--- src/rtl/core/nns_pkg.sv ---
package nns_pkg;

  localparam int unsigned RowW      = 10;
  localparam int unsigned AttrW     = 8;
  localparam int unsigned ValW      = 16;
  localparam int unsigned DiffW     = ValW + 1;
  localparam int unsigned SqW       = 2 * DiffW;
  localparam int unsigned DistW     = 48;
  localparam int unsigned AddrW     = RowW + AttrW;
  localparam int unsigned TrainDepth = 1 << AddrW;
  localparam int unsigned AttrDepth  = 1 << AttrW;
  localparam int unsigned CfgDataW  = 11;
  localparam int unsigned CfgIdxW   = 1;

  localparam logic [DistW-1:0] DistMax = '1;

  // Input item kinds
  localparam logic KindTrain = 1'b0;
  localparam logic KindTest  = 1'b1;

  // Configuration register indexes
  localparam logic [CfgIdxW-1:0] CfgAttrCount  = 1'b0;
  localparam logic [CfgIdxW-1:0] CfgTrainCount = 1'b1;

  typedef struct packed {
    logic start;     // clear scan counters and best match
    logic issue;     // read the next training attribute
    logic load_out;  // move the best match into the output register
  } nns_cmd_t;

  typedef struct packed {
    logic trigger;     // the item on the input is the last test attribute
    logic issue_last;  // the current read address is the final one of the scan
    logic pipe_empty;  // no read or square still in flight
    logic out_busy;    // output register holds a result that is not taken
  } nns_status_t;

endpackage

--- src/rtl/core/nns_ctrl.sv ---
module nns_ctrl
  import nns_pkg::*;
(
  input  logic        clk_i,
  input  logic        rst_ni,
  input  logic        in_valid_i,
  output logic        in_ready_o,
  input  nns_status_t status_i,
  output nns_cmd_t    cmd_o
);

  typedef enum logic [3:0] {
    S_IDLE  = 4'b0001,
    S_SCAN  = 4'b0010,
    S_DRAIN = 4'b0100,
    S_DONE  = 4'b1000
  } state_e;

  state_e state_q, state_d;
  logic   accept;

  assign in_ready_o = (state_q == S_IDLE);
  assign accept     = in_valid_i && in_ready_o;

  always_comb begin
    state_d        = state_q;
    cmd_o.start    = 1'b0;
    cmd_o.issue    = 1'b0;
    cmd_o.load_out = 1'b0;
    unique case (state_q)
      S_IDLE: begin
        if (accept && status_i.trigger) begin
          cmd_o.start = 1'b1;
          state_d     = S_SCAN;
        end
      end
      S_SCAN: begin
        cmd_o.issue = 1'b1;
        if (status_i.issue_last) begin
          state_d = S_DRAIN;
        end
      end
      S_DRAIN: begin
        if (status_i.pipe_empty) begin
          state_d = S_DONE;
        end
      end
      S_DONE: begin
        if (!status_i.out_busy) begin
          cmd_o.load_out = 1'b1;
          state_d        = S_IDLE;
        end
      end
      default: state_d = S_IDLE;
    endcase
  end

  always_ff @(posedge clk_i or negedge rst_ni) begin
    if (!rst_ni) begin
      state_q <= S_IDLE;
    end else begin
      state_q <= state_d;
    end
  end

endmodule

--- config.mk ---
export PLATFORM = sky130hd
export DESIGN_NAME = nns_ctrl
export DESIGN_NICKNAME = d
export VERILOG_FILES = /design/src/rtl/core/nns_pkg.sv /design/src/rtl/core/nns_ctrl.sv
export SDC_FILE = /design/constraint.sdc
export NUM_CORES = 1
export LEC_CHECK = 0
export BUFFER_PORTS_ARGS = -buffer_cell sky130_fd_sc_hd__buf_2
export CELL_PAD_IN_SITES_DETAIL_PLACEMENT = 0
export CELL_PAD_IN_SITES_GLOBAL_PLACEMENT = 1
export CORE_AREA = 2 2 39 41
export CTS_BUF_LIST = sky130_fd_sc_hd__clkbuf_4 sky130_fd_sc_hd__clkbuf_8 sky130_fd_sc_hd__clkbuf_16
export DETAILED_ROUTE_END_ITERATION = 7
export DIE_AREA = 0 0 41 43
export PLACE_DENSITY = 0.44
export SETUP_SLACK_MARGIN = 0.5
export SLEW_MARGIN = 20
export SYNTH_ARGS = -nofsm -noshare
export SYNTH_HDL_FRONTEND = slang
export SYNTH_SLANG_ARGS = --single-unit
--- constraint.sdc ---
create_clock -name clk_i -period 1.3 [get_ports clk_i]
set_input_delay 0 -clock clk_i [delete_from_list [all_inputs] [get_ports clk_i]]
set_output_delay 0 -clock clk_i [all_outputs]
set_load 0.02 [all_outputs]
==> reports/qor.yml, run 1 <==
placement:
  gp_congestion: 0.754
  post-place-ws_ns: 0.111
  place_hpwl_um: 470
  port_buffers: 10
route:
  drt_iter0_markers: 2
  drtPass1Iterations: 3
  dr_total_vias: 282
  final_antenna_net_count: 0
  wl_um: 727
  wl_per_cell_um: 10.9
  drc: 0
  vias_per_cell: 4.21
floorplanning:
  start_util_pct: 16.0
  die_w_um: 41
  die-area_mm2: 0.00176
  fp.dieH_um: 43
  ios: 11
  design.core.area_mm2: 0.00138
  std_cell_rows: 14
clocking:
  cts_max_level: 1
  clockBufferDepth: 2
  cts_root_buffer: "clkbuf_4"
  clock-sinks: 4
  path_clk_slew_ns: 0.04
  worstSkewPairLatency_ns: 0.24
  cts_buffers: 3
  cts_tree: "yes"
yosys:
  avgSynthCellArea_um2: 9.63
  yosys_warnings: 0
  synth-seq-cells: 4
  yosysUniqueCellTypes: 18
  synth_area_um2: 221
  ys_seq_area_share_pct: 45.8
  synth_nets: 30
  synthCells: 23
cells_and_area:
  final_cell_mix: "13 x buf_4, 6 x buf_2, 4 x clkbuf_4, 4 x buf_6, 3 x dfrtp_2"
  fill_cells: 147
  area_growth_pct: 149
  diodes: 0
  drive_above_1_share_pct: 86.3
  largest_reg_flops: 4
  final_common_cell: "buf_4"
  reg_top3: "state_q: 4 flops"
  post-route-util_pct: 39.9
  top_register: "state_q"
  nNetsFinal: 59
global_routing:
  use_met1_pct: 12.4
  grt.met3_usage_pct: 6.28
  grt_pass1_wl_um: 1180
  grt_pass1_vias: 290
  grt_start_max_net_pins: 8
  gr-usage-all-layers_pct: 10.3
  antenna_found_initial: 0
  gr-total-overflow: 0
  grt-busiest-layer: "met2"
  grt_use_met2_pct: 15.3
setup_path:
  required_ns: 1.30
  critPathLaunch: "state_q[3]$_DFFE_PN0P_"
  path_common_cell: "buf_4"
  critPathCaptureType: "output pin"
  regToRegSetupSlack_ns: 0.09
  slowest_stage: "dfrtp_2"
  critical-path-max-stage-delay_ns: 0.39
  crit_chain: "buf_4 > nand2_2 > nor4_4 > buf_4"
  critPathMaxFanout: 4
  crit_type: "reg -> out"
  crit_arrival_ns: 1.30
  critical_path.startpoint_type: "flop"
  timing.rr.start: "state_q[3]$_DFFE_PN0P_"
run:
  drv_cap: 0
timing:
  fin_ws_ns: 0.00197
  setup_viol: 0
  rsz0062_at_grt: "yes"
  relSlewSlack_pct: 83.9
  fin_crit_sh_pct: 99.8
  skew_ns: 0.00581
  tightest_slew_ns: 0.240
  maxSlewViolCount: 0
  hold_violations: 0
  min_period_ns: 1.30
  max_freq_mhz: 770
power:
  vdd_drop_max_mv: 0.787
  power_leakage_nw: 0.244
  power_mw: 0.491
  p_per_area_mw_per_mm2: 889
min_path:
  hp-class: "in -> reg"
  hold_path.startpoint: "status_i[2]"
status:
  status: "completed"
-- worst paths after layout --
kind	to	depth (start not counted)
max	cmd_o[0]	4
min	state_q[1]$_DFFE_PN0P_	3
max reg2reg	state_q[0]$_DFFE_PN1P_	4
min reg2reg	state_q[2]$_DFFE_PN0P_	2
max in group asynchronous	state_q[0]$_DFFE_PN1P_	2
min in group asynchronous	state_q[2]$_DFFE_PN0P_	2
-- worst max-delay path: cells and delay by family (launching register included) --
kind | cells | cell delay [ns]
DFF | 1 | 0.39
and+or+nand+nor | 2 | 0.34
buffers and inverters | 2 | 0.33
-- cell usage after synthesis --
cell      n  area (um2)
nand2b_1  1        6.26
nor4b_2   1        15.0
nor2b_1   1        6.26
o31ai_1   1        7.51
nor3b_1   1        7.51
a21oi_1   1        5.00
nor3_1    2        10.0
dfrtp_1   3        75.1
o21a_1    1        7.51
nor4_1    1        6.26
and3b_1   1        8.76
a31oi_1   1        6.26
o21ai_0   1        5.00
nor4b_1   1        8.76
inv_1     2        7.51
nand3_1   1        5.00
dfstp_2   1        26.3
nand2_1   2        7.51
-- where the power goes --
part           internal [mW]  switching [mW]
Sequential             0.135         0.00702
Clock                  0.137          0.0604
Combinational         0.0864          0.0647
-- per-stage QoR --
stage / hold slack (ns) / area, um2 / TNS (ns) / std cells
after floorplan: -0.296 / 245 / 0 / 23
after global placement: -0.193 / 315 / 0 / 49
after detailed placement: -0.193 / 315 / 0 / 49
after CTS: 0.0148 / 468 / 0 / 64
after global routing: 0.0749 / 552 / -0.155 / 67
final: 0.0449 / 552 / 0 / 67
-- layer usage --
| layer | vias to the layer above | share of wire, % |
|---|---|---|
| met5 | - | 0 |
| li1 | 140 | - |
| met4 | 0 | 0 |
| met3 | 0 | 7.6 |
| met2 | 11 | 53 |
| met1 | 131 | 40 |
-- area by class of cell --
| cell class | instances | area, um2 | share of cell area, % |
|---|---|---|---|
| timing repair buffer | 24 | 183 | 33.1 |
| sequential | 4 | 105 | 19.0 |
| tap | 16 | 20.0 | 3.63 |
| multi-input combinational | 17 | 206 | 37.4 |
| inverter | 2 | 7.51 | 1.36 |
| clock buffer | 4 | 30.0 | 5.44 |
-- timing repair --
action                     CTS  global route
setup endpoints to repair    8             8
hold endpoints to repair     4             0
resized for setup            9            14
gates cloned                 0             0
hold buffers                 1             0
buffers inserted            10             3
pin swaps                    5             3
-- cell families (layout without fill, tap and decap cells) --
family | after synthesis | count (layout) | share of synthesized area [%]
compound gates | 5 | 5 | 14.1
buf+inv | 2 | 30 | 3.39
flops | 4 | 4 | 45.8
simple gates | 12 | 12 | 36.7
(Power assumes the default switching activity.)
==> run 2, diff against run 1 <==
--- a/config.mk
+++ b/config.mk
@@ -5,6 +5,7 @@
 export SDC_FILE = /design/constraint.sdc
 export NUM_CORES = 1
 export LEC_CHECK = 0
+export ABC_AREA = 1
 export BUFFER_PORTS_ARGS = -buffer_cell sky130_fd_sc_hd__buf_2
 export CELL_PAD_IN_SITES_DETAIL_PLACEMENT = 0
 export CELL_PAD_IN_SITES_GLOBAL_PLACEMENT = 1
@@ -12,9 +13,8 @@
 export CTS_BUF_LIST = sky130_fd_sc_hd__clkbuf_4 sky130_fd_sc_hd__clkbuf_8 sky130_fd_sc_hd__clkbuf_16
 export DETAILED_ROUTE_END_ITERATION = 7
 export DIE_AREA = 0 0 41 43
-export PLACE_DENSITY = 0.44
+export PLACE_DENSITY = 0.52
 export SETUP_SLACK_MARGIN = 0.5
-export SLEW_MARGIN = 20
 export SYNTH_ARGS = -nofsm -noshare
 export SYNTH_HDL_FRONTEND = slang
 export SYNTH_SLANG_ARGS = --single-unit
==> reports/qor.yml, run 2 <==
route:
  vias_per_cell: 4.35  # was 4.21
  drtPass1Iterations: 4  # was 3
  wl_um: 793  # was 727 um
  drt_iter0_markers: 6  # was 2
  wl_met3_um: 24  # was 55 um
  topRoutingLayerUsed: "met4"  # was met3
  wl_per_cell_um: 9.91  # was 10.9 um
  wl_met1_um: 301  # was 289 um
  wl_met2_um: 428  # was 382 um
  final_antenna_net_count: 0  # unchanged
  drc: 0  # unchanged
  dr_total_vias: 348  # was 282
yosys:
  synth-compound-area-share_pct: 1.87  # was 14.1%
  synth_top_family_by_area: "simple AND/OR/NAND/NOR gates"  # unchanged
  synth_common_cells: "13 x nand2_1, 8 x inv_1, 6 x nor2_1, 5 x nand3_1, 4 x nor2_2"  # was 3 x dfrtp_1, 2 x inv_1, 2 x nand2_1, 2 x nor3_1
  synthArstFlopShare_pct: 100  # unchanged
  synth_fa_ha_area_share_pct: 0  # unchanged
  synth_area_leader_cell: "dfrtp_1"  # unchanged
  synth_area_leaders: "dfrtp_1 28%, nand2_1 18%, inv_1 11%, dfstp_2 9.8%, nand3_1 9.3%"  # was dfrtp_1 34%, dfstp_2 12%, nor4b_2 6.8%, nor3_1 4.5%, and3b_1 4.0%
  synth_edf_count: 0  # unchanged
  synth_xor_area_share_pct: 0  # unchanged
  yosys_warnings: 0  # unchanged
  avgSynthCellArea_um2: 6.38  # was 9.63 um2
  synth_top_area_share_pct: 28.0  # was 33.9%
  synthCells: 42  # was 23
  yosysMostFrequentCell: "nand2_1"  # was dfrtp_1
  synth-seq-cells: 4  # unchanged
  ys.flop_type: "dfrtp_1"  # unchanged
  synth_area_um2: 268  # was 221 um2
  yosysUniqueCellTypes: 9  # was 18
  ys_seq_area_share_pct: 37.9  # was 45.8%
  synth-simple-area-share_pct: 49.1  # was 36.7%
  synth_nets: 49  # was 30
  synthMuxAreaShare_pct: 0  # unchanged
global_routing:
  grt_start_max_net_pins: 5  # was 8
  gr-usage-all-layers_pct: 12.0  # was 10.3%
  grt_pass1_wl_um: 1320  # was 1180 um
  antenna_found_initial: 0  # unchanged
  gr-total-overflow: 0  # unchanged
  grt_pass1_vias: 336  # was 290
timing:
  fin_crit_sh_pct: 95.1  # was 99.8%
  hold_violations: 0  # unchanged
  tightest_slew_ns: 0.220  # was 0.240 ns
  rsz0062_at_grt: "yes"  # unchanged
  relSlewSlack_pct: 85.4  # was 83.9%
  min_period_ns: 1.24  # was 1.30 ns
  max_freq_mhz: 809  # was 770 MHz
  skew_ns: 0.00817  # was 0.00581 ns
  setup_viol: 0  # unchanged
  maxSlewViolCount: 0  # unchanged
cells_and_area:
  top_register: "state_q"  # unchanged
  area_growth_pct: 86.0  # was 149%
  drive_above_1_share_pct: 57.8  # was 86.3%
  largest_reg_flops: 4  # unchanged
  diodes: 0  # unchanged
  final_cell_mix: "12 x nand2_1, 7 x buf_4, 6 x inv_1, 6 x buf_2, 5 x nor2_2"  # was 13 x buf_4, 6 x buf_2, 4 x clkbuf_4, 4 x buf_6, 3 x dfrtp_2
  seq_area_um2: 101  # was 105 um2
  final_common_cell: "nand2_1"  # was buf_4
  multi_input_area_um2: 179  # was 206 um2
  final_cells: 80  # was 67
  nNetsFinal: 72  # was 59
  reg_top3: "state_q: 4 flops"  # unchanged
  fill_cells: 147  # unchanged
clocking:
  worstSkewPairLatency_ns: 0.25  # was 0.24 ns
  cts_tree: "yes"  # unchanged
  cts_root_buffer: "clkbuf_4"  # unchanged
  cts_max_level: 1  # unchanged
  clockBufferDepth: 2  # unchanged
  cts_buffers: 3  # unchanged
  clock-sinks: 4  # unchanged
  path_clk_slew_ns: 0.04  # about the same
min_path:
  hp-class: "in -> reg"  # unchanged
setup_path:
  crit_type: "reg -> reg"  # was reg -> out
  required_ns: 1.43  # was 1.30 ns
  critPathMaxFanout: 4  # unchanged
  critPathCaptureType: "flop"  # was output pin
  critical-path-max-stage-delay_ns: 0.56  # was 0.39 ns
  path_common_cell: "nand2_1"  # was buf_4
  crit_arrival_ns: 1.37  # was 1.30 ns
  critical_path.startpoint_type: "flop"  # unchanged
  slowest_stage: "dfstp_2"  # was dfrtp_2
  crit_chain: "inv_1 > nor2_1 > nand3_2 > nand2_1 > nor2_2 > nand2_1 > nand2_1"  # was buf_4 > nand2_2 > nor4_4 > buf_4
power:
  power_leakage_nw: 0.281  # was 0.244 nW
  vdd_drop_max_mv: 0.890  # was 0.787 mV
  p_per_area_mw_per_mm2: 2110  # was 889 mW/mm2
  power_mw: 1.05  # was 0.491 mW
floorplanning:
  die-area_mm2: 0.00176  # unchanged
  std_cell_rows: 14  # unchanged
  start_util_pct: 19.3  # was 16.0%
  fp.dieH_um: 43  # unchanged
  die_w_um: 41  # unchanged
  design.core.area_mm2: 0.00138  # unchanged
  ios: 11  # unchanged
status:
  status: "completed"  # unchanged
placement:
  gp_congestion: 0.736  # was 0.754
  dp.cells: 68  # was 49
  port_buffers: 10  # unchanged
  place_hpwl_um: 516  # was 470 um
run:
  drv_cap: 0  # unchanged
## run 2: changes by cell type in the layout (fill, tap and decap cells not counted), sizes merged, moves of 2 or more
cell   previous run  this run
nand3             1         6
nor2              0        10
nor3              2         0
buf              23        17
nor4b             2         0
inv               2         8
nand2             2        13
## run 2: through the flow
stage / cell area (um2) / hold slack, ns / setup TNS [ns] / worst slack [ns] / utilization, %
global placement: 350 / -0.189 / 0 / 0.0744 / 25.3
floorplan: 280 / -0.296 / 0 / 0.245 / -
global route: 498 / 0.0442 / -0.0600 / -0.0395 / 36.0
CTS: 485 / 0.0354 / 0 / 0.0733 / 35.1
detailed placement: 350 / -0.190 / 0 / 0.121 / 25.3
finish: 498 / 0.0405 / 0 / 0.0642 / 36.0
## run 2: critical path, delay by kind of cell (launching register included)
family | cells | cell delay [ns]
flip-flops | 1 | 0.56
AND/OR/NAND/NOR | 6 | 0.52
buffers and inverters | 1 | 0.05
## run 2: repair_timing
action,CTS,global route
setup buffers,7,0
hold buffers,1,0
pin swaps,6,0
resized for setup,15,3
endpoints found under the setup margin,8,8
endpoints found under the hold margin,4,0
## run 2: path summary, 6_finish.rpt
check | startpoint | to | slack [ns] | cells after the start
max in group asynchronous | rst_ni | state_q[0]$_DFFE_PN1P_ | 1.01 | 2
min in group asynchronous | rst_ni | state_q[3]$_DFFE_PN0P_ | 0.08 | 2
hold / removal | status_i[1] | state_q[2]$_DFFE_PN0P_ | 0.04 | 4
setup reg to reg | state_q[0]$_DFFE_PN1P_ | state_q[2]$_DFFE_PN0P_ | 0.06 | 7
hold reg to reg | state_q[0]$_DFFE_PN1P_ | state_q[1]$_DFFE_PN0P_ | 0.68 | 4
setup / recovery | state_q[0]$_DFFE_PN1P_ | state_q[2]$_DFFE_PN0P_ | 0.06 | 7
## run 2: cells by family (layout without fill, tap and decap cells)
kind of cell	Yosys count	count (layout)
AND/OR/NAND/NOR	29	29
buffers and inverters	8	30
flip-flops	4	4
AO/OA/AOI/OAI	1	1
## run 2: report_power, final
group / leakage [nW] / switching (mW) / internal [mW] / total (mW)
logic: 0.211 / 0.316 / 0.312 / 0.628
clock network: 0.0184 / 0.0609 / 0.137 / 0.197
registers: 0.0516 / 0.0508 / 0.174 / 0.225
## run 2: layout make-up
type | count | share of cell area [%]
well taps | 16 | 4.02
flip-flops and latches | 4 | 20.4
inverters | 8 | 6.03
repair buffers | 18 | 27.6
clock buffers | 4 | 6.03
multi-input cells | 30 | 35.9
## run 2: layer usage
layer	vias to the layer above	track usage (%)
li1	172	-
met1	160	13.6
met2	12	15.6
met3	4	3.14
met4	0	14.0
met5	-	0
==> run 3, diff against run 2 <==
==> constraint.sdc (replaced) <==
create_clock -name clk_i -period 1.5 [get_ports clk_i]
set_input_delay 0 -clock clk_i [delete_from_list [all_inputs] [get_ports clk_i]]
set_output_delay 0 -clock clk_i [all_outputs]
set_load 0.02 [all_outputs]
==> reports/qor.yml, run 3 (synthesized netlist as in run 2, its figures left out) <==
setup_path:
  path_common_cell: "nor2_4"  # was nand2_1
  timing.rr.start: "state_q[3]$_DFFE_PN0P_"  # was state_q[0]$_DFFE_PN1P_
  crit_chain: "nor2_4 > nand2_2 > nor2_4 > nand3_2 > inv_2 > buf_6"  # was inv_1 > nor2_1 > nand3_2 > nand2_1 > nor2_2 > nand2_1 > nand2_1
  critPathMaxFanout: 3  # was 4
  crit_family: "flip-flops"  # unchanged
  crit_type: "reg -> out"  # was reg -> reg
  required_ns: 1.50  # was 1.43 ns
  crit_arrival_ns: 1.21  # was 1.37 ns
  critical-path-max-stage-delay_ns: 0.42  # was 0.56 ns
  crit_buf_inv: 2  # was 1
  worst_r2r_path_depth: 7  # unchanged
  critPathCaptureType: "output pin"  # was flop
  critical_path.startpoint_type: "flop"  # unchanged
  slowest_stage: "dfrtp_2"  # was dfstp_2
  regToRegSetupSlack_ns: 0.35  # was 0.06 ns
  r2r-end: "state_q[2]$_DFFE_PN0P_"  # unchanged
floorplanning:
  die-area_mm2: 0.00176  # unchanged
  ios: 11  # unchanged
  design.core.area_mm2: 0.00138  # unchanged
  std_cell_rows: 14  # unchanged
  die_w_um: 41  # unchanged
  fp.dieH_um: 43  # unchanged
  start_util_pct: 19.3  # unchanged
timing:
  min_period_ns: 1.21
  rsz0062_at_grt: "yes"  # unchanged
  tns_ns: 0  # unchanged
  relSlewSlack_pct: 89.7  # was 85.4%
  setup_viol: 0  # unchanged
  max_freq_mhz: 825
  maxSlewViolCount: 0  # unchanged
  tightest_slew_ns: 0.155  # was 0.220 ns
  hold_violations: 0  # unchanged
  fin_crit_sh_pct: 80.8
  skew_ns: 0.00795  # was 0.00817 ns
run:
  drv_cap: 0  # unchanged
cells_and_area:
  multi_input_area_um2: 219  # was 179 um2
  reg_top3: "state_q: 4 flops"  # unchanged
  top_register: "state_q"  # unchanged
  nNetsFinal: 74  # was 72
  fill_cells: 150  # was 147
  drive_above_1_share_pct: 69.7  # was 57.8%
  final_cell_mix: "9 x nand2_1, 9 x buf_4, 7 x nor2_4"  # was 12 x nand2_1, 7 x buf_4, 6 x inv_1, 6 x buf_2, 5 x nor2_2
  seq_area_um2: 104  # was 101 um2
  largest_reg_flops: 4  # unchanged
  diodes: 0  # unchanged
  area_growth_pct: 107  # was 86.0%
route:
  drt_iter0_markers: 2  # was 6
  drtPass1Iterations: 3  # was 4
  wl_met3_um: 32  # was 24 um
  wl_per_cell_um: 9.77  # was 9.91 um
  wl_met2_um: 458  # was 428 um
  drc: 0  # unchanged
  wl_met1_um: 303  # was 301 um
  final_antenna_net_count: 0  # unchanged
  topRoutingLayerUsed: "met4"  # unchanged
  wl_um: 801  # was 793 um
  dr_total_vias: 333  # was 348
  vias_per_cell: 4.06  # was 4.35
clocking:
  cts_tree: "yes"  # unchanged
  cts_root_buffer: "clkbuf_4"  # unchanged
  cts_max_level: 1  # unchanged
  clockBufferDepth: 2  # unchanged
  path_clk_slew_ns: 0.04  # about the same
  clock-sinks: 4  # unchanged
  cts_buffers: 3  # unchanged
  worstSkewPairLatency_ns: 0.23  # was 0.25 ns
placement:
  place_hpwl_um: 514  # was 516 um
  gp_congestion: 0.715  # was 0.736
  port_buffers: 10  # unchanged
global_routing:
  gr-total-overflow: 0  # unchanged
  grt_pass1_vias: 370  # was 336
  grt_pass1_wl_um: 1460  # was 1320 um
  grt_start_max_net_pins: 5  # unchanged
  antenna_found_initial: 0  # unchanged
  gr-usage-all-layers_pct: 12.8  # was 12.0%
power:
  share_comb_of_total_power_pct: 63.4  # was 59.8%
  p_switching_mw: 0.405  # was 0.427 mW
  clockPowerShare_pct: 16.4  # was 18.8%
  vdd_drop_max_mv: 0.603  # was 0.890 mV
  power_mw: 0.987  # was 1.05 mW
  p_sw_share_pct: 41.0  # was 40.7%
  seq_power_share_pct: 20.2  # was 21.4%
  p_per_area_mw_per_mm2: 1780  # was 2110 mW/mm2
  power_leakage_nw: 0.291  # was 0.281 nW
  p_int_mw: 0.582  # was 0.623 mW
min_path:
  hp-class: "in -> reg"  # unchanged
  hold_end: "state_q[2]$_DFFE_PN0P_"  # unchanged
  hold_path.startpoint: "status_i[1]"  # unchanged
  hold_depth: 4  # unchanged
status:
  status: "completed"  # unchanged
==> run 3: how the worst max path moves through the flow <==
stage                           start                     end  depth (start not counted)
2_1_floorplan  state_q[0]$_DFFE_PN1P_  state_q[2]$_DFFE_PN0P_                          7
3_3_place_gp   state_q[0]$_DFFE_PN1P_  state_q[2]$_DFFE_PN0P_                          7
3_5_place_dp   state_q[0]$_DFFE_PN1P_  state_q[2]$_DFFE_PN0P_                          7
4_1_cts        state_q[2]$_DFFE_PN0P_                cmd_o[2]                          6
5_1_grt        state_q[3]$_DFFE_PN0P_                cmd_o[2]                          6
6_report       state_q[3]$_DFFE_PN0P_                cmd_o[2]                          6
==> run 3: metrics by stage <==
stage	instances	instance area [um2]	worst slack [ns]	hold WS, ns	utilization [%]
after CTS	81	489	0.271	0.0451	35.4
after floorplan	42	273	0.444	-0.296	-
final	82	556	0.287	0.0525	40.1
after global placement	68	343	0.329	-0.192	24.8
after global routing	82	556	0.218	0.0588	40.1
after detailed placement	68	343	0.328	-0.195	24.8
==> run 3: routing by layer <==
metal | vias to the layer above | GRT usage, %
li1 | 172 | -
met1 | 156 | 14.3
met2 | 3 | 19.1
met3 | 2 | 5.24
met4 | 0 | 8.00
met5 | - | 0
==> run 3: repair_timing <==
item | in CTS | in global routing
pin swaps | 5 | 9
endpoints found under the setup margin | 8 | 8
resized for setup | 14 | 18
endpoints found under the hold margin | 4 | 0
setup buffers | 8 | 1
hold buffers | 1 | 0
==> run 3: worst min-delay path, delay by kind of cell <==
| family | cells | cell delay (ns) |
|---|---|---|
| and+or+nand+nor | 2 | 0.14 |
| buffers and inverters | 2 | 0.11 |
==> run 3: cell type report <==
class / count / area share [%]
Timing Repair Buffer: 20 / 27.5
Inverter: 8 / 5.41
Tap cell: 16 / 3.60
Sequential cell: 4 / 18.7
Multi-Input combinational cell: 30 / 39.4
Clock buffer: 4 / 5.41
==> run 3: power by group through the flow <==
stage / registers [mW] / clock network, mW / logic (mW)
finish: 0.199 / 0.162 / 0.626
global route: 0.207 / 0.180 / 0.698
CTS: 0.192 / 0.169 / 0.542
detailed placement: 0.191 / 0 / 0.309
global placement: 0.193 / 0 / 0.320
floorplan: 0.185 / 0 / 0.233
